===== src/rtl/gaussian_blur_5x5_rgb_defines.svh =====
// assertion macros shared by the blur block
`ifndef GAUSSIAN_BLUR_5X5_RGB_DEFINES_SVH
`define GAUSSIAN_BLUR_5X5_RGB_DEFINES_SVH

// clocked assertion, quiet while reset is held
`define GB5_ASSERT(lbl, prop, msg) \
  lbl: assert property (@(posedge clk_i) disable iff (!rst_ni) (prop)) else $error(msg);

// clocked assertion that also holds during reset
`define GB5_ASSERT_ALWAYS(lbl, prop, msg) \
  lbl: assert property (@(posedge clk_i) (prop)) else $error(msg);

`endif


===== src/rtl/gb5_pkg.sv =====
`default_nettype none

package gb5_pkg;

  localparam int unsigned NumCh    = 3;
  localparam int unsigned NumLines = 4;

  typedef logic [NumCh-1:0][7:0]  pix_t;
  typedef logic [NumCh-1:0][11:0] hsum_t;

  typedef enum logic [1:0] {
    CFG_FRAME_WIDTH  = 2'd0,
    CFG_FRAME_HEIGHT = 2'd1
  } cfg_idx_e;

  localparam logic [11:0] WidthReset  = 12'd640;
  localparam logic [11:0] HeightReset = 12'd480;
  localparam logic [11:0] MinSize     = 12'd5;
  localparam logic [11:0] HeightMax   = 12'd2048;

  // position flags of the pixel being taken
  typedef struct packed {
    logic in_win;  // column 4 or beyond: horizontal sum is valid
    logic vert;    // row 4 or beyond: together with in_win, an output is produced
    logic last;    // final pixel of the frame
  } pos_t;

  // horizontal 1,4,6,4,1 on one channel
  function automatic logic [11:0] hfir(input logic [7:0] a, input logic [7:0] b,
                                       input logic [7:0] c, input logic [7:0] d,
                                       input logic [7:0] e);
    logic [11:0] ea, eb, ec, ed, ee;
    ea = 12'(a);
    eb = 12'(b);
    ec = 12'(c);
    ed = 12'(d);
    ee = 12'(e);
    return ea + (eb << 2) + (ec << 2) + (ec << 1) + (ed << 2) + ee;
  endfunction

  // vertical 1,4,6,4,1 over horizontal sums, scaled by 1/256
  function automatic logic [7:0] vfir(input logic [11:0] s0, input logic [11:0] s1,
                                      input logic [11:0] s2, input logic [11:0] s3,
                                      input logic [11:0] s4);
    logic [15:0] e0, e1, e2, e3, e4, acc;
    e0  = 16'(s0);
    e1  = 16'(s1);
    e2  = 16'(s2);
    e3  = 16'(s3);
    e4  = 16'(s4);
    acc = e0 + (e1 << 2) + (e2 << 2) + (e2 << 1) + (e3 << 2) + e4;
    return acc[15:8];
  endfunction

endpackage

`default_nettype wire


===== src/rtl/gb5_pos_ctrl.sv =====
`default_nettype none

module gb5_pos_ctrl
  import gb5_pkg::*;
#(
  parameter int unsigned MaxWidth = 2048,
  localparam int unsigned AW      = $clog2(MaxWidth),
  localparam int unsigned CW      = (AW > 12) ? AW : 12
) (
  input  wire logic          clk_i,
  input  wire logic          rst_ni,
  input  wire logic          cfg_we_i,
  input  wire logic [1:0]    cfg_index_i,
  input  wire logic [11:0]   cfg_data_i,
  input  wire logic          adv_i,
  output pos_t               pos_o,
  output logic      [AW-1:0] addr_o
);

  logic [11:0]   frame_width_q, frame_height_q;
  logic [CW-1:0] col_q, col_d;
  logic [10:0]   row_q, row_d;
  logic [31:0]   fw32, ew32;
  logic [CW-1:0] eff_w_m1, xcol;
  logic [11:0]   eff_h, eff_h_m1;
  logic          col_end, row_end;

  always_comb begin
    fw32 = 32'(frame_width_q);
    if (fw32 < 32'(MinSize)) begin
      ew32 = 32'(MinSize);
    end else if (fw32 > MaxWidth) begin
      ew32 = MaxWidth;
    end else begin
      ew32 = fw32;
    end
    eff_w_m1 = CW'(ew32 - 32'd1);

    if (frame_height_q < MinSize) begin
      eff_h = MinSize;
    end else if (frame_height_q > HeightMax) begin
      eff_h = HeightMax;
    end else begin
      eff_h = frame_height_q;
    end
    eff_h_m1 = eff_h - 12'd1;
  end

  assign col_end = (col_q == eff_w_m1);
  assign row_end = ({1'b0, row_q} == eff_h_m1);

  always_comb begin
    col_d = col_q;
    row_d = row_q;
    if (cfg_we_i) begin
      col_d = '0;
      row_d = '0;
    end else if (adv_i) begin
      if (col_end) begin
        col_d = '0;
        row_d = row_end ? 11'd0 : row_q + 11'd1;
      end else begin
        col_d = col_q + CW'(1);
      end
    end
  end

  always_ff @(posedge clk_i or negedge rst_ni) begin
    if (!rst_ni) begin
      frame_width_q  <= WidthReset;
      frame_height_q <= HeightReset;
      col_q          <= '0;
      row_q          <= '0;
    end else begin
      if (cfg_we_i) begin
        case (cfg_index_i)
          CFG_FRAME_WIDTH:  frame_width_q  <= cfg_data_i;
          CFG_FRAME_HEIGHT: frame_height_q <= cfg_data_i;
          default: ;
        endcase
      end
      col_q <= col_d;
      row_q <= row_d;
    end
  end

  // output column lags the input column by two
  assign xcol   = col_q - CW'(2);
  assign addr_o = xcol[AW-1:0];

  assign pos_o.in_win = (col_q >= CW'(4));
  assign pos_o.vert   = (row_q >= 11'd4);
  assign pos_o.last   = col_end && row_end;

endmodule

`default_nettype wire

===== config.mk =====
export PLATFORM = sky130hd
export DESIGN_NAME = gb5_pos_ctrl
export DESIGN_NICKNAME = d
export VERILOG_FILES = /design/src/rtl/gaussian_blur_5x5_rgb_defines.svh /design/src/rtl/gb5_pkg.sv /design/src/rtl/gb5_pos_ctrl.sv
export SDC_FILE = /design/constraint.sdc
export NUM_CORES = 1
export LEC_CHECK = 0
export BUFFER_PORTS_ARGS = -buffer_cell sky130_fd_sc_hd__buf_2
export CAP_MARGIN = 20
export CORE_ASPECT_RATIO = 1.4
export CORE_MARGIN = 2
export CORE_UTILIZATION = 40
export CTS_BUF_LIST = sky130_fd_sc_hd__clkbuf_4 sky130_fd_sc_hd__clkbuf_8
export DETAILED_ROUTE_END_ITERATION = 7
export PLACE_DENSITY = 0.68
export REMOVE_ABC_BUFFERS = 1
export SYNTH_ARGS = -nofsm -noshare
export SYNTH_HDL_FRONTEND = slang
export SYNTH_SLANG_ARGS = --single-unit

===== constraint.sdc =====
create_clock -name clk_i -period 5.25 [get_ports clk_i]
set_clock_uncertainty 0.2 [all_clocks]
set_input_delay 0.525 -clock clk_i [delete_from_list [all_inputs] [get_ports clk_i]]
set_output_delay 0.525 -clock clk_i [all_outputs]
set_load 0.01 [all_outputs]

# Word-level counts from Yosys, hierarchy flattened
# Cells that the tools add are included.
[totals] reg_bits=47 wordCells=36 in_bits=18
[op_classes] reduce_logical=7 add_sub_neg=5 eq_ne=3 n_lt_le_gt_ge=6 muxes=11
[ops] op="12-bit 2-to-1 mux" n=7
[ops] op="11-bit 2-to-1 mux" n=4
[ops] op="12-bit > comparator, second input constant" n=2
[ops] op="12-bit by 3-bit less-than comparator with 1-bit output, second input constant" n=2
[ops] op="12-bit by 1-bit subtractor with 12-bit output, second input constant" n=2
[ops] op="12-bit by 1-bit adder with 12-bit output, second input constant" n=1
[ops] op="11-bit by 12-bit equality test with 1-bit output" n=1
[ops] op="12-bit equality test" n=1
[ops] op="12-bit by 3-bit greater-or-equal comparator with 1-bit output, second input constant" n=1
[ops] op="11-bit by 1-bit adder with 11-bit output, second input constant" n=1
[ops] op="11-bit by 3-bit greater-or-equal comparator with 1-bit output, second input constant" n=1
[ops] op="11-bit by 2-bit subtractor with 11-bit output, second input constant" n=1
[ops] op="2-bit AND reduction" n=3
[ops] op="2-bit nonzero test" n=2
[ops] op="2-bit by 1-bit equality test with 1-bit output, second input constant" n=1
[ops] op="2-bit logical NOT" n=1
[ops] op="1-bit logical AND" n=1

# Longest topological paths before layout
[depth] depth_word=9 mapped_depth=17

# Least setup slack after synthesis
# OpenSTA, ideal clock, no wires.
[synth_path] path_type="register to output" from="register frame_height_q[6]" to="output pos_o[0] (netlist name)" path_slack_ps=928 t_arrival_ps=3597 required_time_ps=4525 path_buffers=2 path_stages_with_launch=14 cell_sequence="dfstp_2 clkbuf_1 or4_1 nor4b_2 or3b_2 ha_1 clkbuf_1 nor2b_1 o311ai_4 or4_1 and4_1 nor4bb_1 nand4_1 nor2_1"
[synth_lines] item="start, declared" line_no="gb5_pos_ctrl.sv:20" text="logic [11:0] frame_width_q, frame_height_q;"
[synth_lines] item="start signal, assigned" line_no="gb5_pos_ctrl.sv:71" text="frame_height_q <= HeightReset;"
[synth_lines] item="start signal, assigned" line_no="gb5_pos_ctrl.sv:78" text="CFG_FRAME_HEIGHT: frame_height_q <= cfg_data_i;"
[synth_lines] item="end, declared" line_no="gb5_pos_ctrl.sv:16" text="output pos_t pos_o,"

==> results.tsv <==
metric	value	unit
outcome	finished, final reports clean	
cpMostUsedCell	or4_1	
grt_overflow	0	
netlist_area	3700	sq um
synth_top_area_cell	dfrtp_1	
arrival	4320	ps
fmax	0.198	GHz
clockBufferDepth	2	
n_fill_cell	849	
synth_top_family_by_area	simple AND/OR/NAND/NOR gates	
cpPeakStageDelay	700	ps
p_sw_frac	0.376	
die_h	118	um
drive_gt1_frac	0.207	
grtUsageTotal	0.186	
worst_setup_path_end_kind	primary output	
yosysTopAreaCellShare	0.278	
via_per_inst	5.96	
num_vias	3177	
synth_cell_types	70	
r2r_cells	12	
met2_usage	0.330	
drv_cap	0	
busiest_layer	met2	
cpMaxStageDelayCell	or4_1	
synth-simple-area-share	0.247	
use_met1	0.220	
ir_drop	0.150	mV
cts-root-buf	clkbuf_8	
io_pins	32	
tns	0	ps
min_path_type	input pin to flop	
critPathRequiredTime	4530	ps
p_leak	1.63	nW
async_flop_share	1.00	
htreeDepth	2	
utilization	0.440	
r2r-end	row_q[9]	
grt_use_met3	0.0252	
worst_pin_slew	1040	ps
clkSinkCount	47	
period_minus_slack	5050	ps
io_buffers	31	
cp_max_fo	7	
clock_latency	310	ps
p_int	660	uW
syn_inst	418	
worstPathCellList	or4_1 -> nor4b_4 -> or3b_2 -> ha_1 -> nor2b_1 -> o311ai_4 -> or4_1 -> and4_1 -> nor4bb_1 -> nand4_1 -> nor2_1 -> buf_2	
path_class	flop to primary output	
relSlewSlack	0.307	
gp_congestion	0.929	
ant_nets	0	
power_frac_clock	0.216	
maxSlewViolCount	0	
fin_crit_sh	0.961	
synth-seq-cells	47	
dp_cells	523	
die_w	85.2	um
dieArea	10000	sq um
cts_tree	yes	
synth_compound_area_frac	0.182	
grt_pass1_wl	15100	um
coreArea	8980	sq um
ys_warn_count	0	
path_clk_slew	90	ps
setup_violations	0	
yosys.area_share.adder	0.0271	
row_count	41	
initial_utilization	0.412	
synth.avg_cell_area	8.84	sq um
yosysSeqAreaShare	0.320	
ys.flop_type	dfrtp_1	
n_antenna_cell	0	
r2r_slack	600	ps
grt_pass1_vias	3050	
drc	0	
netlist_top_cells_area	dfrtp_1 28%, mux2_2 7.9%, dfstp_2 4.3%, xnor2_1 3.8%, xor2_1 3.6%	
p_comb_frac	0.329	
wl	9270	um
synth.mux.area_fraction	0.0846	
stdcell_count	533	
synth_xor_xnor_area_share	0.0735	
grt_max_degree	48	
final-hold-violation-count	0	
synthToLayoutAreaGrowth	6.87	%
numCtsBuffers	5	
nets	451	
crit_end	pos_o[0]	
powerDensity	268	nW/um^2
reg2reg_from	frame_height_q[9]	
whs	251	ps
sequentialPowerShare	0.455	
crit_start	frame_height_q[9]	
p_sw	398	uW
grt_setup_unrepaired	false	
dp_hpwl	6900	um
drtIter0Drc	188	
cp-start-kind	flop	
synth-edff-count	0	
antenna_found_initial	0	
drt-pass1-iter-count	4	
wl_per_cell	17.4	um
-- synth_stat cells, types with 4 or more instances --
master     n
a211oi_1   4
a21oi_1   12
a22o_1    10
a31oi_1    5
and3_1    14
clkbuf_1  22
dfrtp_1   41
dfstp_2    6
ha_1       8
inv_1     17
mux2_2    26
nand2_1   19
nand2b_1   5
nand3_1   16
nand3b_1   4
nand4_1    7
nor2_1    33
nor2b_1   13
nor3_1    13
nor4_1     6
o211ai_1   5
o21ai_0   21
o22ai_1    4
o31ai_1    4
or3_1      9
xnor2_1   16
xor2_1    15
-- final cells by class --
| cell class | instances | area (sq um) | area share |
|---|---|---|---|
| multi-input cells | 320 | 2290 | 0.579 |
| flip-flops and latches | 47 | 1180 | 0.300 |
| repair buffers | 34 | 193 | 0.0488 |
| well taps | 107 | 134 | 0.0339 |
| clock buffers | 6 | 76.3 | 0.0193 |
| inverters | 17 | 63.8 | 0.0162 |
| clock inverters | 2 | 12.5 | 0.00317 |
-- cell families (layout without fill, tap and decap cells) --
group | count (synthesis) | in the layout
flops | 47 | 47
fa+ha+maj | 8 | 8
buf+inv | 51 | 59
compound gates | 91 | 91
simple gates | 162 | 162
mux | 28 | 28
xor+xnor | 31 | 31
-- power by group through the flow --
stage | Clock [mW] | Combinational, mW | Sequential [mW]
2_1_floorplan | 0 | 0.257 | 0.466
3_3_place_gp | 0 | 0.336 | 0.484
3_5_place_dp | 0 | 0.339 | 0.487
4_1_cts | 0.235 | 0.341 | 0.479
5_1_grt | 0.249 | 0.381 | 0.490
6_report | 0.229 | 0.348 | 0.482
-- critical path, delay by kind of cell (launching register included) --
kind | cells | cell delay (ps)
AO/OA/AOI/OAI | 1 | 180
AND/OR/NAND/NOR | 9 | 2950
buffers and inverters | 1 | 160
flip-flops | 1 | 430
adder cells (fa/ha/maj) | 1 | 300
-- state kept, by name (all words and copies together), names as in the netlist --
| register | count |
|---|---|
| row_q | 11 |
| frame_height_q | 12 |
| col_q | 12 |
| frame_width_q | 12 |
-- how the worst min path moves through the flow --
| stage | startpoint | slack (ps) | cells after the start | endpoint |
|---|---|---|---|---|
| global placement | frame_height_q[10] | 330 | 1 | frame_height_q[10] |
| CTS | rst_ni | 230 | 1 | frame_width_q[6] |
| finish | cfg_data_i[11] | 250 | 3 | frame_width_q[11] |
| global route | cfg_data_i[11] | 260 | 2 | frame_height_q[11] |
| detailed placement | frame_height_q[10] | 350 | 1 | frame_height_q[10] |
| floorplan | rst_ni | 30 | 0 | col_q[0] |
-- timing repair --
item | CTS | global route
endpoints found under the hold margin | 0 | 5
resized for setup | 0 | 1
setup endpoints to repair | 0 | 1
setup buffers | 0 | 0
hold buffers | 0 | 1
-- through the flow --
step / setup slack [ps] / total power [mW] / area [sq um]
2_1_floorplan: 1010 / 0.723 / 3520
3_3_place_gp: 654 / 0.820 / 3820
3_5_place_dp: 543 / 0.826 / 3820
4_1_cts: 174 / 1.06 / 3910
5_1_grt: 69.3 / 1.12 / 3950
6_report: 202 / 1.06 / 3950
-- placed cells by master, fill, tap and decap left out, types with 6 or more instances in the layout --
cell type and count:
dfrtp_1 41, nor2_1 33, buf_2 31, mux2_2 26
o21ai_0 21, nand2_1 19, inv_1 17, nand3_1 16
xnor2_1 16, xor2_1 15, and3_1 14, nor3_1 13
nor2b_1 13, a21oi_1 12, a22o_1 10, or3_1 9
ha_1 8, nand4_1 7, nor4_1 6, dfstp_2 6
-- routing by layer --
layer	share of wire	up-vias	routed length [um]
met3	0.035	22	323
met5	0	-	0
met1	0.41	1528	3800
li1	-	1531	-
met2	0.52	96	4830
met4	0.035	0	320
(Power assumes the default switching activity.)
